### src/sv/o2e_pkg.sv
// Package: shared constants, register indexes and the CORDIC arctangent table.
package o2e_pkg;

  localparam int COORD_WIDTH_DEF = 32;
  localparam int ANGLE_WIDTH_DEF = 16;
  localparam int TRIG_STAGES_DEF = 16;

  localparam int TRIG_FRAC    = 30;
  localparam int CORD_W       = 33;
  localparam int ANG_FULL_W   = 32;
  localparam int CORDIC_INIT  = 652032874;
  localparam int ATAN_ENTRIES = 24;

  localparam logic [1:0] REG_EGO_X       = 2'd0;
  localparam logic [1:0] REG_EGO_Y       = 2'd1;
  localparam logic [1:0] REG_EGO_HEADING = 2'd2;

  localparam logic [1:0] KIND_POSITION = 2'd0;

  function automatic logic [31:0] atan_turn(input int idx);
    logic [31:0] v;
    unique case (idx)
      0:       v = 32'h20000000;
      1:       v = 32'h12E4051D;
      2:       v = 32'h09FB385B;
      3:       v = 32'h051111D4;
      4:       v = 32'h028B0D43;
      5:       v = 32'h0145D7E1;
      6:       v = 32'h00A2F61E;
      7:       v = 32'h00517C55;
      8:       v = 32'h0028BE53;
      9:       v = 32'h00145F2E;
      10:      v = 32'h000A2F98;
      11:      v = 32'h000517CC;
      12:      v = 32'h00028BE6;
      13:      v = 32'h000145F3;
      14:      v = 32'h0000A2F9;
      15:      v = 32'h0000517C;
      16:      v = 32'h000028BE;
      17:      v = 32'h0000145F;
      18:      v = 32'h00000A2F;
      19:      v = 32'h00000517;
      20:      v = 32'h0000028B;
      21:      v = 32'h00000145;
      22:      v = 32'h000000A2;
      23:      v = 32'h00000051;
      default: v = 32'h00000000;
    endcase
    return v;
  endfunction

endpackage

### src/sv/o2e_cordic_cell.sv
// One CORDIC rotation cell: a single micro-rotation, registered, with payload alongside.
module o2e_cordic_cell
  import o2e_pkg::*;
#(
  parameter int STAGE = 0,
  parameter int PAY_W = 1
) (
  input  logic                     clk,
  input  logic                     rst_n,
  input  logic                     vld_i,
  input  logic signed [CORD_W-1:0] x_i,
  input  logic signed [CORD_W-1:0] y_i,
  input  logic signed [CORD_W-1:0] z_i,
  input  logic                     flip_i,
  input  logic [PAY_W-1:0]         pay_i,
  output logic                     vld_o,
  output logic signed [CORD_W-1:0] x_o,
  output logic signed [CORD_W-1:0] y_o,
  output logic signed [CORD_W-1:0] z_o,
  output logic                     flip_o,
  output logic [PAY_W-1:0]         pay_o
);

  localparam logic signed [CORD_W-1:0] ATAN = CORD_W'(atan_turn(STAGE));

  logic                     vld_r;
  logic signed [CORD_W-1:0] x_r, y_r, z_r;
  logic signed [CORD_W-1:0] x_nxt, y_nxt, z_nxt;
  logic signed [CORD_W-1:0] xs, ys;
  logic                     flip_r;
  logic [PAY_W-1:0]         pay_r;

  always_comb begin
    xs = x_i >>> STAGE;
    ys = y_i >>> STAGE;
    if (!z_i[CORD_W-1]) begin
      x_nxt = x_i - ys;
      y_nxt = y_i + xs;
      z_nxt = z_i - ATAN;
    end else begin
      x_nxt = x_i + ys;
      y_nxt = y_i - xs;
      z_nxt = z_i + ATAN;
    end
  end

  always_ff @(posedge clk) begin
    if (!rst_n) begin
      vld_r <= 1'b0;
    end else begin
      vld_r <= vld_i;
    end
  end

  always_ff @(posedge clk) begin
    x_r    <= x_nxt;
    y_r    <= y_nxt;
    z_r    <= z_nxt;
    flip_r <= flip_i;
    pay_r  <= pay_i;
  end

  assign vld_o  = vld_r;
  assign x_o    = x_r;
  assign y_o    = y_r;
  assign z_o    = z_r;
  assign flip_o = flip_r;
  assign pay_o  = pay_r;

endmodule

### config.mk
export PLATFORM = sky130hd
export DESIGN_NAME = o2e_cordic_cell
export DESIGN_NICKNAME = d
export VERILOG_FILES = /design/src/sv/o2e_pkg.sv /design/src/sv/o2e_cordic_cell.sv
export SDC_FILE = /design/constraint.sdc
export NUM_CORES = 1
export LEC_CHECK = 0
export BUFFER_PORTS_ARGS = -buffer_cell sky130_fd_sc_hd__buf_4
export CORE_ASPECT_RATIO = 2
export CORE_UTILIZATION = 55
export CTS_BUF_LIST = sky130_fd_sc_hd__clkbuf_16
export DETAILED_ROUTE_END_ITERATION = 8
export PLACE_DENSITY = 0.83
export SYNTH_ARGS = -nofsm -noshare
export SYNTH_HDL_FRONTEND = slang
export SYNTH_SLANG_ARGS = --single-unit
### constraint.sdc
create_clock -name clk -period 7.3 [get_ports clk]
set_clock_uncertainty 0.05 [all_clocks]
set_input_delay 0.365 -clock clk [delete_from_list [all_inputs] [get_ports clk]]
set_output_delay 0.365 -clock clk [all_outputs]
set_load 0.01 [all_outputs]
-- Word-level counts from Yosys, hierarchy flattened
Cells that the tools add are included.
- bits of input ports: 104
- output and inout bits: 102
- bits in registers: 102
- add/subtract/negate cells: 5
- muxes and demuxes: 3
- operators with widths (kind ; count):
    33-bit 2-to-1 mux ; 3
    33-bit subtractor ; 2
    33-bit by 31-bit adder with 33-bit output, second input constant ; 1
    33-bit adder ; 1
    33-bit by 31-bit subtractor with 33-bit output, second input constant ; 1

-- Logic depth before layout (Yosys ltp)
Gate-level depths: netlist (run 1).
- depth after elaboration: 2
- gate-level depth with buffers: 13
- depth with buffers taken out: 12

-- Least setup slack after synthesis (run 1)
No wires, ideal clock.
- path kind: input-to-reg
- from: in x_i[22]
- to: reg x_r[31], in the netlist x_o[31]
- arrival time: 2.559 ns
- stages on the path: 10
- setup time: 0.072 ns
- path slack: 4.620 ns
- cell sequence: inv_1 > ha_1 > buf_2 > nand2_2 > or4_4 > o41ai_2 > nor4_1 > or4_1 > a22oi_2 > xor2_1
- word-level cells in the longest chain between the ends: 2
- elaborated cells on any way between the ends: 3
- classes of those cells: add/sub (2); mux (1)
- RTL lines (item ; line ; source):
    from (decl) ; o2e_cordic_cell.sv:11 ; input logic signed [CORD_W-1:0] x_i,
    33-bit subtractor or 33-bit adder (tied branches) ; o2e_cordic_cell.sv:37, o2e_cordic_cell.sv:41 ;
    33-bit 2-to-1 mux * ; o2e_cordic_cell.sv:36 ; if (!z_i[CORD_W-1]) begin
    named net x_nxt[31] ; o2e_cordic_cell.sv:28 ; logic signed [CORD_W-1:0] x_nxt, y_nxt, z_nxt;
    to (signal assigned) ; o2e_cordic_cell.sv:56 ; x_r <= x_nxt;
    to (decl) ; o2e_cordic_cell.sv:27 ; logic signed [CORD_W-1:0] x_r, y_r, z_r;
Mark *: on every way through the listed nets, which the timed path passes. The rest lies on a longest branch.
A chain may end at the register's enable or synchronous reset.

-- Worst setup path after layout (run 1)
- from: in x_i[4]
- to: reg y_r[32], in the netlist y_o[32]
- word-level cells in the longest chain between the ends: 2
- elaborated cells on any way between the ends: 3
- classes of those cells: add/sub (2); mux (1)
- RTL lines (item ; line ; source):
    33-bit adder or 33-bit subtractor (tied branches) ; o2e_cordic_cell.sv:38, o2e_cordic_cell.sv:42 ;
    33-bit 2-to-1 mux * ; o2e_cordic_cell.sv:36 ;
    named net y_nxt[32] ; o2e_cordic_cell.sv:28 ;
    to (signal assigned) ; o2e_cordic_cell.sv:57 ; y_r <= y_nxt;
    to (decl) ; o2e_cordic_cell.sv:27 ;
Marked as above.

==> results.cfg, run 1 <==
[worst_setup_path]
cp-end-kind = flip-flop
crit_end = y_o[32]$_DFF_P_
start_kind = primary input
cp_max_fo = 13
path_class = in -> reg
crit_path_start = x_i[4]
crit_required_ns = 7.50
critPathArrivalTime_ns = 3.57

[die]
num_rows = 61
core_um2 = 13800
start_util_pct = 56.2
io_pins = 206
dieArea_um2 = 14600
fp.dieW_um = 86.0
die_y_um = 170

[worst_hold_path]
hold_class = in -> reg
min-delay-start = z_i[13]

[global_route]
grt_pass1_vias = 8034
groute.usage.overall_pct = 38.1
grt_overflow_total = 0
antenna_found_initial = 1
grt_pass1_wl_um = 42100
grt_max_degree = 73

[timing]
max_slew.worst_pin.slew_ns = 0.858
final.setup.tns_ns = 0
hold_viol = 0
setup_ws_ns = 3.94
period_share_pct = 46.1
rsz0062_at_grt = no
setup_viol = 0
fin_crit_ns = 3.36
slew_headroom_pct = 42.8
drv_slew = 0
fmax_ghz = 0.297

[cts]
cts_buffers = 9
post_cts_resized = 0
root_buffer = clkbuf_16
clockBufferDepth = 2
cts_hold_buf = 0
cts_setup_buffers = 0
clock_sinks = 101
cts_max_level = 3
cts_tree = done
clk_pin_slew_worst_paths_ns = 0.07

[power_and_ir_drop]
p_leak_uw = 0.00464
powerDensity_nw_per_um2 = 202
ir_worst_vdd_mv = 0.131

[yosys]
synth_nets = 1196
synth_seq_area_share_pct = 26.0
synthesis.instances = 982
synthDistinctLibCells = 66
synth-edff-count = 0
ys_async_sr_fraction_pct = 0
yosys_warnings = 0
netlist_area_um2 = 7760
ys_ff_latch = 101
syn_area_per_cell_um2 = 7.91
synth_ff_type = dfxtp_1

[placement]
place_congestion = 1.01
place_ws_ns = 3.73
io_buffers = 205
hpwlAfterDp_um = 22000
placedInstanceArea_um2 = 9370

[finish]
drive_above_1_share_pct = 20.3
fin_nets = 1369
area_growth_pct = 24.4
seq_area_um2 = 2020
multi_input_area_um2 = 5150
utilization_pct = 69.9
fillers = 1171
final_area_um2 = 9660

[routing]
post_drt_wl_per_cell_um = 20.2
via_count = 8047
drt_wl_total_um = 27300
detail_route.first_pass.iterations = 5
drc = 0
avgViaCountPerCell = 5.96
postRouteAntennaNets = 0
drtIter0Drc = 502

[run_status]
outcome = finished clean

[job]
maxCapViolations = 0
==> registers in the layout, summed over array words and instances (netlist names) <==
register,cells
z_o,33
flip_o,1
y_o,32
x_o,33
vld_o,1
pay_o,1
==> power by group <==
| part | internal (µW) | switching (µW) |
|---|---|---|
| logic | 339 | 452 |
| registers | 651 | 31.8 |
| clock network | 240 | 236 |
==> worst min-delay path by stage <==
stage | to | depth (start not counted)
global route | z_o[14]$_DFF_P_ | 1
finish | z_o[13]$_DFF_P_ | 1
CTS | z_o[5]$_DFF_P_ | 1
floorplan | flip_o$_DFF_P_ | 0
global placement | z_o[18]$_DFF_P_ | 1
detailed placement | z_o[5]$_DFF_P_ | 1
==> critical path: stages <==
cell and delay, ns:
buf_4 0.09, inv_1 0.04, ha_1 0.46, a21o_1 0.24
a21oi_1 0.28, o21ai_1 0.11, buf_4 0.18, a311o_1 0.36
o22ai_1 0.49, o21ai_1 0.29, a221oi_1 0.36, mux2i_1 0.15
xnor2_1 0.16
==> logic make-up after synthesis <==
family / count (synthesis) / synth area share, %
compound gates: 315 / 24.9
xor+xnor: 64 / 7.22
fa+ha+maj: 110 / 18.1
buf+inv: 151 / 7.57
flops: 101 / 26.0
mux: 19 / 2.47
simple gates: 222 / 13.7
==> synthesized netlist by cell type, types with 13 or more instances <==
cell / n / share of area [%]
mux2i_1: 18 / 2.3
nor2_1: 65 / 3.1
buf_2: 14 / 0.90
ha_1: 106 / 17
xnor2_1: 59 / 6.7
dfxtp_1: 101 / 26
inv_1: 96 / 4.6
a21o_1: 23 / 2.2
a211oi_1: 15 / 1.5
nor4_1: 13 / 1.0
clkbuf_1: 24 / 1.2
nand2_1: 54 / 2.6
o21ai_0: 39 / 2.5
nand3_1: 17 / 1.1
a21oi_1: 128 / 8.3
nor3_1: 22 / 1.4
o21ai_1: 27 / 1.7
nor2b_1: 13 / 1.0
==> cell usage in the layout (no fill, tap or decap), types with 4 or more instances in the layout <==
cell       netlist  layout
or3_1            7       7
o211ai_1        10      10
or4_1            4       4
o21bai_1        12      12
nand2_1         54      54
o21ai_1         27      27
xor2_1           5       5
nor3_1          22      22
and2_1           5       5
inv_2            7       7
nor2_1          65      65
fa_1             4       4
xnor2_1         59      59
o21ai_0         39      39
nor4_1          13      13
a21oi_1        128     128
a211o_1          4       4
o31ai_1         12      12
inv_1           96      96
mux2i_1         18      18
nor2b_1         13      13
o221ai_1         5       5
a211oi_1        15      15
a21o_1          23      23
nand3_1         17      17
o21a_1           5       5
ha_1           106     106
nand4_1          9       9
dfxtp_1        101     101
buf_4            1     207
clkbuf_16        0       9
clkinv_1         3       4
==> layer usage <==
metal / GRT usage (%) / up-vias / share of wire [%]
met5: 0 / - / 0
met4: 32.2 / 0 / 9.5
met3: 8.05 / 171 / 6.1
met2: 71.3 / 449 / 54
met1: 33.5 / 3674 / 30
li1: - / 3753 / -
==> area by class of cell <==
type / count / area share (%)
tap: 189 / 2.45
sequential: 101 / 20.9
multi-input combinational: 730 / 53.4
inverter: 106 / 4.12
clock buffer: 9 / 2.33
clock inverter: 7 / 0.699
timing repair buffer: 207 / 16.1
antenna: 1 / 0.0259
==> metrics by stage <==
stage	hold slack [ns]	total power, µW	instances
6_report	0.0467	1950	1350
3_3_place_gp	0.419	1460	1333
4_1_cts	0.0479	1940	1349
5_1_grt	0.0397	2040	1349
2_1_floorplan	0.343	1120	982
3_5_place_dp	0.421	1470	1333
Note: power is estimated with default switching activity, not from simulation.
==> run 2: changes to the inputs <==
- CORE_UTILIZATION: 55 -> 49
- PLACE_DENSITY: 0.83 -> 0.78
- clock period: 7.3 -> 2.95 ns (I/O delays scaled with it)
==> run 2 against run 1 <==
Final cell count up 10%. Sequential share of layout area down 2.1 points. Core utilization about the same.
==> results.cfg, run 2 (same netlist as run 1, synthesis figures left out) <==
[run_status]
outcome = finished clean

[die]
fp.dieW_um = 91.0
io_pins = 206
core_um2 = 15400
die_y_um = 180
dieArea_um2 = 16400
num_rows = 64
start_util_pct = 50.5

[timing]
max_slew.worst_pin.slew_ns = 0.768
hold_viol = 0
hold-worst-slack_ns = 0.0192
period_share_pct = 95.7
fmax_ghz = 0.354
final.setup.tns_ns = 0
drv_slew = 0
setup_viol = 0
rsz0062_at_grt = no
fin_crit_ns = 2.82
slew_headroom_pct = 48.4

[finish]
utilization_pct = 69.9
stdcell_count = 1486
area_growth_pct = 38.5
drive_above_1_share_pct = 25.8
layout_common_cells = buf_4, a21oi_1, ha_1
fillers = 1326
fin_nets = 1496
final_common_cell = buf_4
final_area_um2 = 10800

[placement]
io_buffers = 205
hpwlAfterDp_um = 23700
placedInstanceArea_um2 = 10100
dp_cells = 1434
place_congestion = 1.19

[worst_setup_path]
start_kind = primary input
crit_path_start = x_i[4]
crit_required_ns = 3.15
critPathArrivalTime_ns = 3.03
cp_max_fo = 7
crit_end = y_o[32]$_DFF_P_
path_class = in -> reg
cp-end-kind = flip-flop

[power_and_ir_drop]
p_sw_uw = 1890
ir_worst_vdd_mv = 0.274
pwr-share-seq_pct = 33.4
p_leak_uw = 0.00525
power_frac_comb_pct = 42.7
switching_share_pct = 37.0
p_clk_share_pct = 23.9
powerDensity_nw_per_um2 = 475
p_int_uw = 3220

[cts]
cts_max_level = 3
cts_tree = done
clock_sinks = 101
clockBufferDepth = 2
root_buffer = clkbuf_16
cts_buffers = 9
cts_setup_buffers = 0
clk_pin_slew_worst_paths_ns = 0.08

[routing]
via_count = 8637
avgViaCountPerCell = 5.81
drc = 0
post_drt_wl_per_cell_um = 20.7
drt_wl_total_um = 30700
detail_route.first_pass.iterations = 7
postRouteAntennaNets = 0
drtIter0Drc = 541

[job]
maxCapViolations = 0

[global_route]
grt_pass1_wl_um = 46400
grt_max_degree = 46
antenna_found_initial = 1
grt_pass1_vias = 8893
grt_overflow_total = 0
groute.usage.overall_pct = 37.3

[worst_hold_path]
hold_class = in -> reg
-- run 2: changes by cell type in the layout (fill, tap and decap cells not counted), sizes merged --
cell,before,now
buf,207,299
clkinvlp,1,0
dlygate4sd3,0,35
inv,107,106
clkinv,5,7
-- run 2: final cells by class --
class	instances	area (µm²)	area share (%)
inverters	106	398	3.70
diodes	1	2.50	0.0233
clock inverters	7	86.3	0.803
repair buffers	334	2590	24.1
clock buffers	9	225	2.09
flip-flops and latches	101	2020	18.8
multi-input cells	730	5170	48.1
well taps	198	248	2.30
-- run 2: repair_timing --
action | 4_1_cts | 5_1_grt
resized for setup | 0 | 3
hold buffers | 35 | 0
endpoints found under the hold margin | 34 | 0
setup endpoints to repair | 0 | 10
-- run 2: how the worst min path moves through the flow --
| stage | cells past startpoint | end | from | slack [ns] |
|---|---|---|---|---|
| floorplan | 0 | flip_o$_DFF_P_ | flip_i | 0.13 |
| global placement | 1 | flip_o$_DFF_P_ | flip_i | 0.20 |
| detailed placement | 1 | z_o[13]$_DFF_P_ | z_i[13] | 0.20 |
| CTS | 3 | z_o[32]$_DFF_P_ | z_i[31] | 0.01 |
| global route | 3 | z_o[32]$_DFF_P_ | z_i[31] | 0.02 |
| finish | 3 | z_o[32]$_DFF_P_ | z_i[31] | 0.02 |
-- run 2: metrics by stage --
step / power [µW] / worst slack, ns
after floorplan: 2780 / 0.487
after global placement: 3780 / -0.174
after detailed placement: 3800 / -0.159
after CTS: 5050 / 0.219
after global routing: 5340 / 0.000141
final: 5110 / 0.127
-- run 2: routing by layer --
| metal | wire (µm) | GRT usage (%) | vias to the layer above | part of all wire, % |
|---|---|---|---|---|
| li1 | - | - | 4011 | - |
| met1 | 9540 | 32.3 | 3953 | 31 |
| met2 | 16300 | 70.7 | 474 | 53 |
| met3 | 1870 | 7.17 | 199 | 6.1 |
| met4 | 2960 | 32.5 | 0 | 9.6 |
| met5 | 0 | 0 | - | 0 |
-- run 2: critical path: stages --
cell and delay, ns:
buf_4 0.09, inv_1 0.04, ha_1 0.34, buf_4 0.18, a21o_1 0.17, a21oi_1 0.20
o21ai_1 0.18, a311o_1 0.41, o22ai_1 0.35, o21ai_1 0.26, a221oi_1 0.37, mux2i_1 0.15
xnor2_1 0.14
-- run 2: power groups by stage --
stage / combinational [µW] / sequential, µW / clock [µW]
2_1_floorplan: 942 / 1840 / 0
3_3_place_gp: 2050 / 1720 / 0
3_5_place_dp: 2070 / 1730 / 0
4_1_cts: 2120 / 1700 / 1230
5_1_grt: 2320 / 1720 / 1290
6_report: 2180 / 1710 / 1220
