$ cat config.mk
export PLATFORM = sky130hd
export DESIGN_NAME = o2e_root_cell
export DESIGN_NICKNAME = d
export VERILOG_FILES = /design/src/sv/o2e_root_cell.sv
export SDC_FILE = /design/constraint.sdc
export NUM_CORES = 1
export LEC_CHECK = 0
export BUFFER_PORTS_ARGS = -buffer_cell sky130_fd_sc_hd__buf_4
export CAP_MARGIN = 20
export CORE_AREA = 4 4 216 218
export CTS_BUF_LIST = sky130_fd_sc_hd__clkbuf_4 sky130_fd_sc_hd__clkbuf_8
export DETAILED_ROUTE_END_ITERATION = 12
export DIE_AREA = 0 0 220 222
export GPL_ROUTABILITY_DRIVEN = 0
export SLEW_MARGIN = 10
export SYNTH_ARGS = -nofsm -noshare
export SYNTH_HDL_FRONTEND = slang
export SYNTH_SLANG_ARGS = --single-unit
$ cat constraint.sdc
create_clock -name clk -period 5.5 [get_ports clk]
set_clock_uncertainty 0.05 [all_clocks]
set_input_delay 1.1 -clock clk [delete_from_list [all_inputs] [get_ports clk]]
set_output_delay 1.1 -clock clk [all_outputs]
set_load 0.02 [all_outputs]
$ cat src/sv/o2e_root_cell.sv
// One square-root cell: one result bit of two restoring digit-by-digit roots, registered.
module o2e_root_cell #(
  parameter int RAD_W = 68,
  parameter int PAY_W = 1
) (
  input  logic               clk,
  input  logic               rst_n,
  input  logic               vld_i,
  input  logic [RAD_W-1:0]   rad_a_i,
  input  logic [RAD_W/2+1:0] rem_a_i,
  input  logic [RAD_W/2-1:0] root_a_i,
  input  logic [RAD_W-1:0]   rad_b_i,
  input  logic [RAD_W/2+1:0] rem_b_i,
  input  logic [RAD_W/2-1:0] root_b_i,
  input  logic [PAY_W-1:0]   pay_i,
  output logic               vld_o,
  output logic [RAD_W-1:0]   rad_a_o,
  output logic [RAD_W/2+1:0] rem_a_o,
  output logic [RAD_W/2-1:0] root_a_o,
  output logic [RAD_W-1:0]   rad_b_o,
  output logic [RAD_W/2+1:0] rem_b_o,
  output logic [RAD_W/2-1:0] root_b_o,
  output logic [PAY_W-1:0]   pay_o
);

  localparam int ROOT_W = RAD_W / 2;
  localparam int REM_W  = ROOT_W + 2;

  logic               vld_r;
  logic [RAD_W-1:0]   rad_a_r, rad_b_r;
  logic [REM_W-1:0]   rem_a_r, rem_b_r, rem_a_nxt, rem_b_nxt;
  logic [ROOT_W-1:0]  root_a_r, root_b_r, root_a_nxt, root_b_nxt;
  logic [REM_W-1:0]   sh_a, sh_b, trial_a, trial_b;
  logic               ge_a, ge_b;
  logic [PAY_W-1:0]   pay_r;

  always_comb begin
    sh_a       = {rem_a_i[REM_W-3:0], rad_a_i[RAD_W-1 -: 2]};
    trial_a    = {root_a_i, 2'b01};
    ge_a       = sh_a >= trial_a;
    rem_a_nxt  = ge_a ? sh_a - trial_a : sh_a;
    root_a_nxt = {root_a_i[ROOT_W-2:0], ge_a};
    sh_b       = {rem_b_i[REM_W-3:0], rad_b_i[RAD_W-1 -: 2]};
    trial_b    = {root_b_i, 2'b01};
    ge_b       = sh_b >= trial_b;
    rem_b_nxt  = ge_b ? sh_b - trial_b : sh_b;
    root_b_nxt = {root_b_i[ROOT_W-2:0], ge_b};
  end

  always_ff @(posedge clk) begin
    if (!rst_n) begin
      vld_r <= 1'b0;
    end else begin
      vld_r <= vld_i;
    end
  end

  always_ff @(posedge clk) begin
    rad_a_r  <= {rad_a_i[RAD_W-3:0], 2'b00};
    rem_a_r  <= rem_a_nxt;
    root_a_r <= root_a_nxt;
    rad_b_r  <= {rad_b_i[RAD_W-3:0], 2'b00};
    rem_b_r  <= rem_b_nxt;
    root_b_r <= root_b_nxt;
    pay_r    <= pay_i;
  end

  assign vld_o    = vld_r;
  assign rad_a_o  = rad_a_r;
  assign rem_a_o  = rem_a_r;
  assign root_a_o = root_a_r;
  assign rad_b_o  = rad_b_r;
  assign rem_b_o  = rem_b_r;
  assign root_b_o = root_b_r;
  assign pay_o    = pay_r;

endmodule

======== Word-level counts from Yosys, hierarchy flattened ========
Index checks and enable logic that the tools add are counted.
cells by class
  bitwise gates (word level) .............. 0
  equality and inequality tests ........... 0
  mux-type cells .......................... 2
  add/sub/neg operators ................... 2
  reduce and logical (&&, ||, !) cells .... 0
  multipliers ............................. 0
  div/mod/pow operators ................... 0
  magnitude comparators ................... 2
  shifts and indexed selects .............. 0
operator list
  kind                                count
  36-bit greater-or-equal comparator  2
  36-bit two-way mux                  2
  36-bit subtractor                   2
storage, ports and cells
  output and inout bits ................... 278
  input bits .............................. 280
  register bits ........................... 274
  bits in latches ......................... 0
  RAM bits ................................ 0
  logic and storage cells ................. 14
  memories kept ........................... 0
  memory bits (read-only) ................. 0

======== Depth between registers and ports, before layout ========
Gate-level depths: netlist of run 1.
  depth after elaboration ................. 2
  depth in mapped cells ................... 14
  depth with buffers taken out ............ 11

======== Worst setup path before layout of run 1 ========
OpenSTA, ideal clock, no wires.
  kind .................................... input to register
  start point ............................. input port root_b_i[21]
  end point ............................... register rem_b_r[11], in the netlist rem_b_o[11]
  data required time ...................... 5,329 ps
  stages .................................. 12
  slack ................................... 2,009 ps
  arrival time ............................ 3,320 ps
  library setup time ...................... 121 ps
  path buffers ............................ 1
  cells stage by stage .................... inv_1 ha_1 a21oi_2 o21ai_1 a2111oi_2 a22oi_1 a211o_1 o221a_2 nor2b_4 buf_6 inv_2 mux2_4
between the ends
  longest elaborated chain between the ends .. 2
RTL lines
  element                             RTL line  source
  start: declaration                  14        input logic [RAD_W/2-1:0] root_b_i,
  36-bit greater-or-equal comparator  45        ge_b = sh_b >= trial_b;
  net ge_b                            34        logic ge_a, ge_b;
  36-bit two-way mux                  46        rem_b_nxt = ge_b ? sh_b - trial_b : sh_b;
  net rem_b_nxt[11]                   31        logic [REM_W-1:0] rem_a_r, rem_b_r, rem_a_nxt, rem_b_nxt;
  end signal: assignment              63        rem_b_r <= rem_b_nxt;
  end: declaration                    31
The timed path passes the listed nets, and every way through them passes these cells.
A chain may end at the register's enable or synchronous reset.

======== Worst setup path after layout of run 1 ========
  start point ............................. input port rem_a_i[5]
  end point ............................... register rem_a_r[13], in the netlist rem_a_o[13]
between the ends
  longest elaborated chain between the ends .. 2
  elaborated cells on any way between the ends .. 3
  classes of those cells .................. add/sub: 1; order compare: 1; mux: 1
RTL lines
  element                                                                  RTL line  source
  start: declaration                                                       10        input logic [RAD_W/2+1:0] rem_a_i,
  36-bit subtractor or 36-bit greater-or-equal comparator (tied branches)  41, 40
  36-bit two-way mux *                                                     41        rem_a_nxt = ge_a ? sh_a - trial_a : sh_a;
  net rem_a_nxt[13]                                                        31
  end signal: assignment                                                   60        rem_a_r <= rem_a_nxt;
  end: declaration                                                         31
Mark *: on every way through the listed nets, which the timed path passes. The rest lies on a longest branch.

==> results.sh, run 1 <==
export IMPL_outcome="finished, final reports clean"
export IMPL_cts_inserted_buffers=48
export IMPL_avgSynthCellArea_um2=9.902
export IMPL_start_util_pct=23.14
export IMPL_p_int_uw=3910
export IMPL_hold_buffers=0
export IMPL_critPathKind="in -> reg"
export IMPL_min_to="rad_b_o[9]$_DFF_P_"
export IMPL_drtIter0Drc=348
export IMPL_synth_async_sr_flop_share_pct=0
export IMPL_rsz0062_at_grt="no"
export IMPL_hold_path_depth=1
export IMPL_mostFrequentLayoutCells="buf_4 (551), dfxtp_1 (274), nand2_1 (110), inv_1 (89), ha_1 (72)"
export IMPL_io_pins=558
export IMPL_die_area_um2=48840
export IMPL_slew_viol_final=0
export IMPL_sequential_cell_area_um2=5485
export IMPL_core_area_um2=44890
export IMPL_worst_slack_ps=1789
export IMPL_post_cts_setup_buffers=0
export IMPL_slew_headroom_pct=53.67
export IMPL_postCtsResizedCells=0
export IMPL_multiInputGateArea_um2=4403
export IMPL_maxCapViolCount=0
export IMPL_place_area_um2=15110
export IMPL_crit_fanout=68
export IMPL_required_ps=5920
export IMPL_post_place_ws_ps=1186
export IMPL_die_w_um=220
export IMPL_drive_gt1_share_pct=39.71
export IMPL_final_hold_viol_count=0
export IMPL_seqPwrFrac_pct=39.9
export IMPL_drt_pass1_iter_count=4
export IMPL_final_area_um2=16150
export IMPL_p_leak_uw=0.008001
export IMPL_fin_crit_ps=3711
export IMPL_routed_wl_um=36510
export IMPL_synth_area_um2=10390
export IMPL_yosys_top_cells_area="dfxtp_1 (53%), ha_1 (8.7%), nand2_1 (4.0%), inv_1 (3.2%), xor2_1 (3.0%)"
export IMPL_tightest_slew_ps=677.5
export IMPL_min_path_type="in -> reg"
export IMPL_synth_enable_flop_cells=0
export IMPL_hpwl_um=30040
export IMPL_grt_usage_pct=14.12
export IMPL_clock_sinks=274
export IMPL_powerDensity_nw_per_um2=343.8
export IMPL_portBuffers=549
export IMPL_area_growth_syn_to_layout_pct=55.49
export IMPL_grt_start_max_net_pins=69
export IMPL_drc=0
export IMPL_antenna_found_initial=3
export IMPL_tns_ps=0
export IMPL_fin_util_pct=35.98
export IMPL_ys_flop_type="dfxtp_1"
export IMPL_pwr_share_comb_pct=23.7
export IMPL_n_antenna_cell=0
export IMPL_viasPerCell=4.185
export IMPL_ys_seq_area_share_pct=52.81
export IMPL_period_share_pct=67.46
export IMPL_power_switching_uw=1644
export IMPL_cts_tree="yes"
export IMPL_final_setup_viol_count=0
export IMPL_cts_htree_levels=2
export IMPL_clk_path_buf_depth=3
export IMPL_wl_per_cell_um=16.21
export IMPL_grt_pass1_wl_um=54340
export IMPL_synth_largest_area_cell="dfxtp_1"
export IMPL_min_from="rad_b_i[7]"
export IMPL_clkPwrFrac_pct=36.4
export IMPL_switching_share_pct=29.59
export IMPL_stdcell_count=2252
export IMPL_overflow=0
export IMPL_root_buffer="clkbuf_8"
export IMPL_die_h_um=222
export IMPL_fmax_mhz=269.5
export IMPL_clk_pin_slew_ps=60
export IMPL_synthCells=1049
export IMPL_ys_seq_elements=274
export IMPL_num_fill_cells=4593
export IMPL_postRouteAntennaNets=0
export IMPL_place_inst=2169
export IMPL_ys_warnings_count=0
export IMPL_fp_row_count=78
export IMPL_yosysTopAreaCellShare_pct=52.81
export IMPL_synth_cell_types=63
export IMPL_grt_pass1_vias=9595
export IMPL_finalNetCount=1971
export IMPL_final_common_cell="buf_4"
export IMPL_start_kind="primary input"
export IMPL_arrival_ps=4140
export IMPL_endpoint_kind="flip-flop"
export IMPL_vias=9425
export IMPL_irDropWorstVdd_mv=0.2147
==> per-stage QoR <==
| stage | total power [µW] | hold slack (ps) |
|---|---|---|
| after CTS | 5668 | 463.8 |
| after detailed placement | 3587 | 1156 |
| after floorplan | 2981 | 1078 |
| after global placement | 3577 | 1154 |
| after global routing | 5872 | 479.9 |
| final | 5554 | 542.0 |
==> kinds of logic (layout without fill, tap and decap cells) <==
family / Yosys count / in the layout / share of synthesized area, %
and+or+nand+nor: 232 / 232 / 10.23
other: 1 / 4 / 0.03610
xor gates and xnor gates: 64 / 64 / 5.396
DFF: 274 / 274 / 52.81
adders and majority gates: 72 / 72 / 8.673
AOI/OAI and AO/OA: 276 / 276 / 17.08
buffers and inverters: 124 / 724 / 4.914
muxes: 6 / 6 / 0.8673
==> Yosys cell counts (3+ instances only) <==
cell and count:
dfxtp_1 274, o211ai_1 6, o21bai_1 7, inv_1 89, nor2b_1 9, clkbuf_1 16, o21ai_1 40, o31ai_1 8
nand3_1 14, o21ai_0 56, ha_1 72, nand2_1 110, nand4_1 16, nand2b_1 9, a211o_1 6, buf_4 4
a211oi_1 5, and2_1 6, o21a_1 15, a31oi_1 6, or3_1 3, a21o_1 33, buf_2 12, and3_1 5
a21oi_1 61, mux2_4 6, nor3_1 16, a21boi_0 3, xor2_1 36, nor2_1 36, xnor2_1 28
==> worst max path at each step <==
stage / startpoint / end / slack [ps] / cells past startpoint
finish: rem_a_i[5] / rem_a_o[13]$_DFF_P_ / 1790 / 10
global placement: root_b_i[21] / rem_b_o[11]$_DFF_P_ / 1240 / 12
detailed placement: root_b_i[21] / rem_b_o[31]$_DFF_P_ / 1190 / 12
CTS: root_b_i[21] / rem_b_o[31]$_DFF_P_ / 1880 / 12
floorplan: root_b_i[21] / rem_b_o[11]$_DFF_P_ / 2010 / 12
global route: root_b_i[21] / rem_b_o[29]$_DFF_P_ / 1630 / 12
==> routing by layer <==
metal | wire (µm) | global-route usage, %
met4 | 822 | 4.660
met3 | 3321 | 4.426
met5 | 27 | 0
met1 | 14250 | 16.26
met2 | 18090 | 24.72
==> cell type report <==
class	count	share of cell area [%]
clock buffers	68	5.330
clock inverters	15	1.100
inverters	90	2.092
multi-input cells	654	27.26
flip-flops and latches	274	33.96
well taps	600	4.648
repair buffers	551	25.61
==> power by group through the flow <==
stage | combinational (µW) | clock, µW | sequential (µW)
after floorplan | 499 | 0 | 2480
after detailed placement | 1330 | 0 | 2260
final | 1320 | 2020 | 2220
after global routing | 1430 | 2210 | 2230
after CTS | 1330 | 2120 | 2220
after global placement | 1320 | 0 | 2260
==> flip-flops by register name, indices dropped and copies added (netlist names) <==
| name | cells |
|---|---|
| rad_a_o | 66 |
| rad_b_o | 66 |
| rem_a_o | 36 |
| rem_b_o | 36 |
| root_a_o | 34 |
| root_b_o | 34 |
| pay_o | 1 |
| vld_o | 1 |
==> critical path, cell delays in order <==
cell	delay [ps]
buf_4	110
ha_1	360
a211o_1	310
a21oi_1	230
o21ai_1	140
o31a_1	350
nor3_1	290
o21a_1	230
o41a_4	610
mux2_4	350
(Power assumes the default switching activity.)
==> run 2, diff against run 1 <==
clock period = 3.54 ns   (was 5.5 ns; I/O delays follow)
==> run 2 against run 1 <==
Against the previous run: hold slack worse by 390 ps; critical path depth rose by 1; sequential power is 55% higher; total power is 60% higher; critical endpoint is now rem_a_o[35]$_DFF_P_; largest power group unchanged.
==> results.sh, run 2 (same netlist as run 1, synthesis figures left out) <==
export IMPL_outcome="finished, final reports clean"
export IMPL_vias=9634
export IMPL_irDropWorstVdd_mv=0.3598
export IMPL_critical_path_max_stage_delay_ps=440
export IMPL_grt_usage_pct=14.10
export IMPL_start_kind="primary input"
export IMPL_critPathKind="in -> reg"
export IMPL_mostFrequentLayoutCells="buf_4 (570), dfxtp_1 (274), nand2_1 (110), inv_1 (89), ha_1 (72)"
export IMPL_arrival_ps=3360
export IMPL_routed_wl_um=36830
export IMPL_start_util_pct=23.14
export IMPL_area_growth_syn_to_layout_pct=58.47
export IMPL_hold_slack_ps=148.4
export IMPL_maxCapViolCount=0
export IMPL_period_share_pct=81.60
export IMPL_clk_pin_slew_ps=60
export IMPL_grt_util_met2_pct=25.05
export IMPL_wl_per_cell_um=16.15
export IMPL_final_common_cell="buf_4"
export IMPL_tns_ps=0
export IMPL_finalNetCount=1993
export IMPL_slew_viol_final=0
export IMPL_n_antenna_cell=0
export IMPL_grt_busiest_layer="met2"
export IMPL_post_cts_setup_buffers=0
export IMPL_stdcell_count=2280
export IMPL_cts_htree_levels=2
export IMPL_hold_buffers=0
export IMPL_gr_usage_met1_pct=15.57
export IMPL_drive_gt1_share_pct=40.71
export IMPL_hpwl_um=30700
export IMPL_overflow=0
export IMPL_drtIter0Drc=439
export IMPL_tightest_slew_ps=572.9
export IMPL_p_leak_uw=0.008169
export IMPL_min_path_type="in -> reg"
export IMPL_final_setup_viol_count=0
export IMPL_grt_start_max_net_pins=42
export IMPL_drt_pass1_iter_count=5
export IMPL_sequential_cell_area_um2=5485
export IMPL_p_total_uw=8886
export IMPL_clock_sinks=274
export IMPL_clkPwrFrac_pct=37.6
export IMPL_endpoint_kind="flip-flop"
export IMPL_cts_tree="yes"
export IMPL_p_int_uw=6315
export IMPL_postCtsResizedCells=0
export IMPL_powerDensity_nw_per_um2=539.8
export IMPL_final_hold_viol_count=0
export IMPL_cp_cell_sequence="buf_4, ha_1, a21oi_2, o21ai_1, a32o_1, a2111oi_4, o31ai_2, a221oi_2, nor2b_1, or3_1, a2bb2oi_1"
export IMPL_met3_usage_pct=4.577
export IMPL_fmax_mhz=346.2
export IMPL_die_area_um2=48840
export IMPL_cts_inserted_buffers=48
export IMPL_fin_crit_ps=2889
export IMPL_place_inst=2191
export IMPL_switching_share_pct=28.93
export IMPL_multiInputGateArea_um2=4403
export IMPL_die_w_um=220
export IMPL_required_ps=4010
export IMPL_num_fill_cells=4557
export IMPL_slew_headroom_pct=61.47
export IMPL_grt_pass1_wl_um=54480
export IMPL_viasPerCell=4.225
export IMPL_root_buffer="clkbuf_8"
export IMPL_drc=0
export IMPL_critPathSlowestCell="a2111oi_4"
export IMPL_clk_path_buf_depth=3
export IMPL_seqPwrFrac_pct=38.8
export IMPL_antenna_found_initial=2
export IMPL_core_area_um2=44890
export IMPL_io_pins=558
export IMPL_fp_row_count=78
export IMPL_grt_pass1_vias=9764
export IMPL_portBuffers=549
export IMPL_postRouteAntennaNets=0
export IMPL_crit_fanout=6
export IMPL_rsz0062_at_grt="no"
export IMPL_power_switching_uw=2571
export IMPL_pwr_share_comb_pct=23.6
export IMPL_die_h_um=222
## run 2: power groups by stage
stage               sequential, µW  clock, µW  combinational, µW
finish                        3450       3340               2100
global route                  3470       3610               2280
CTS                           3450       3490               2130
detailed placement            3510          0               2120
global placement              3510          0               2110
floorplan                     3860          0                775
## run 2: area by class of cell
class | count | share of cell area [%]
Tap cell | 600 | 4.561
Sequential cell | 274 | 33.32
Clock inverter | 16 | 1.269
Clock buffer | 73 | 5.686
Timing Repair Buffer | 573 | 26.36
Multi-Input combinational cell | 654 | 26.75
Inverter | 90 | 2.052
## run 2: path summary, 6_finish.rpt
path / startpoint / depth (start not counted) / to / slack [ps]
hold / removal: rad_b_i[20] / 1 / rad_b_o[22]$_DFF_P_ / 150
setup / recovery: rem_a_i[6] / 11 / rem_a_o[35]$_DFF_P_ / 650
## run 2: through the flow
step	worst slack (ps)	cell area (µm²)	utilization (%)
2_1_floorplan	440.9	10400	-
3_3_place_gp	90.93	15320	34.12
3_5_place_dp	63.51	15320	34.12
4_1_cts	746.5	16460	36.67
5_1_grt	473.7	16460	36.67
6_report	651.5	16460	36.67
## run 2: metal layers
metal	vias up	wire length [µm]
met4	2	1099
li1	4773	-
met2	385	18270
met5	-	18
met3	72	3368
met1	4402	14070
## run 2: critical path: cells and delay by family
kind	cells	cell delay, ps
compound gates	7	1690
fa+ha+maj	1	380
simple gates	2	460
buf+inv	1	120
==> run 3, diff against run 2 <==
clock period = 3 ns   (was 3.54 ns; I/O delays follow)
==> run 3 against run 2 <==
Against the previous run: wire length grew 9.1%; sequential power rose by 18%; sequential share of layout area down 3.8 points; via count rose by 9.8%; highest routed layer unchanged; die area unchanged; largest cell class is now non-clock buffers; critical path type unchanged; clock power increased by 6.9%; flip-flop and latch count is the same; largest power group unchanged; total power rose by 18%; critical path depth up 2; global-route usage up 0.99 points; first-iteration DRC count is 15% lower; setup slack got worse by 630 ps.
==> results.sh, run 3 (same netlist as run 1, synthesis figures left out) <==
export IMPL_area_growth_syn_to_layout_pct=79.16
export IMPL_power_switching_uw=3102
export IMPL_slew_headroom_pct=60.29
export IMPL_grt_pass1_vias=10720
export IMPL_powerDensity_nw_per_um2=564.9
export IMPL_crit_family="compound AO/OA/AOI/OAI gates"
export IMPL_core_area_um2=44890
export IMPL_overflow=0
export IMPL_irDropWorstVdd_mv=0.3795
export IMPL_startpoint="root_b_i[5]"
export IMPL_mostFrequentLayoutCells="buf_4 (709), dfxtp_1 (274), dlygate4sd3_1 (115), nand2_1 (109), inv_1 (87)"
export IMPL_place_area_um2=16310
export IMPL_hpwl_um=31960
export IMPL_p_total_uw=10510
export IMPL_cts_tree="yes"
export IMPL_critPathBufInv=4
export IMPL_fmax_mhz=335.4
export IMPL_switching_share_pct=29.51
export IMPL_fin_crit_ps=2981
export IMPL_clock_sinks=274
export IMPL_arrival_ps=3400
export IMPL_final_area_um2=18610
export IMPL_drive_gt1_share_pct=43.30
export IMPL_period_share_pct=99.37
export IMPL_io_pins=558
export IMPL_root_buffer="clkbuf_8"
export IMPL_final_common_cell="buf_4"
export IMPL_stdcell_count=2524
export IMPL_final_setup_viol_count=0
export IMPL_clkPwrFrac_pct=33.9
export IMPL_antenna_found_initial=2
export IMPL_seqPwrFrac_pct=38.7
export IMPL_final_hold_viol_count=0
export IMPL_outcome="finished, final reports clean"
export IMPL_finalNetCount=2246
export IMPL_postRouteAntennaNets=0
export IMPL_tightest_slew_ps=590.2
export IMPL_clk_path_buf_depth=3
export IMPL_routed_wl_um=40200
export IMPL_drc=0
export IMPL_die_w_um=220
export IMPL_die_area_um2=48840
export IMPL_critPathSlowestCell="dlygate4sd3_1"
export IMPL_start_util_pct=23.14
export IMPL_wl_per_cell_um=15.93
export IMPL_place_inst=2328
export IMPL_clk_pin_slew_ps=60
export IMPL_min_from="root_a_i[21]"
export IMPL_drt_pass1_iter_count=5
export IMPL_p_int_uw=7410
export IMPL_crit_fanout=5
export IMPL_portBuffers=549
export IMPL_fp_row_count=78
export IMPL_grt_pass1_wl_um=58190
export IMPL_pwr_share_comb_pct=27.4
export IMPL_grt_usage_pct=15.09
export IMPL_n_antenna_cell=0
export IMPL_vias=10580
export IMPL_p_leak_uw=0.009240
export IMPL_maxCapViolCount=0
export IMPL_num_fill_cells=4379
export IMPL_cp_cell_sequence="dlygate4sd3_1, buf_4, inv_1, ha_1, a21oi_1, o21ai_1, o41a_1, o21ai_2, o22ai_1, o221a_2, nor2b_4, inv_4, mux2_4"
export IMPL_cts_htree_levels=2
export IMPL_cts_inserted_buffers=47
export IMPL_endpoint_kind="flip-flop"
export IMPL_viasPerCell=4.190
export IMPL_required_ps=3420
export IMPL_drtIter0Drc=374
export IMPL_start_kind="primary input"
export IMPL_rsz0062_at_grt="yes"
export IMPL_die_h_um=222
export IMPL_min_path_type="in -> reg"
export IMPL_slew_viol_final=0
export IMPL_critPathKind="in -> reg"
export IMPL_grt_start_max_net_pins=21
export IMPL_critical_path_max_stage_delay_ps=540
## run 3: cell types whose count changed in the layout (fill, tap and decap cells not counted), moves of 3 or more
| cell | change |
|---|---|
| a21oi_1 | -3 |
| buf_4 | +139 |
| dlygate4sd3_1 | +115 |
| clkbuf_8 | -9 |
| buf_12 | -3 |
| ha_1 | -4 |
| ha_4 | +4 |
## run 3: power groups by stage
stage	combinational [µW]	clock, µW	sequential (µW)
after detailed placement	2720	0	4150
final	2880	3570	4070
after floorplan	915	0	4550
after global placement	2700	0	4150
after CTS	2810	3730	4070
after global routing	3110	3900	4090
## run 3: worst paths after layout
path | end | slack [ps] | cells past startpoint
hold / removal | root_a_o[22]$_DFF_P_ | 60 | 1
setup / recovery | rem_b_o[11]$_DFF_P_ | 20 | 13
## run 3: area by class of cell
type | count | area (µm²) | area share [%]
Timing Repair Buffer | 827 | 6509 | 34.97
Clock buffer | 65 | 819.5 | 4.404
Inverter | 90 | 340.3 | 1.829
Clock inverter | 14 | 161.4 | 0.8673
Tap cell | 600 | 750.7 | 4.034
Sequential cell | 274 | 5485 | 29.47
Multi-Input combinational cell | 654 | 4544 | 24.42
## run 3: repair_timing
item / CTS / global route
endpoints found under the hold margin: 76 / 40
buffers inserted: 0 / 3
endpoints found under the setup margin: 0 / 36
resized for setup: 0 / 31
hold buffers: 76 / 40
## run 3: metrics by stage
step	hold WS (ps)	TNS (ps)	util, %	setup slack (ps)
2_1_floorplan	577.7	0	-	8.875
3_3_place_gp	654.2	-15330	36.32	-307.5
3_5_place_dp	655.5	-17560	36.32	-338.3
4_1_cts	0.002331	0	40.20	26.57
5_1_grt	0.6936	-162.4	41.45	-42.20
6_report	58.35	0	41.45	18.87
## run 3: per-layer routing
layer / GRT usage (%) / vias up / wire length (µm)
met2: 27.61 / 373 / 20440
met1: 16.42 / 4879 / 15520
li1: - / 5262 / -
met5: 0 / - / 13
met3: 4.824 / 59 / 3297
met4: 4.700 / 2 / 930
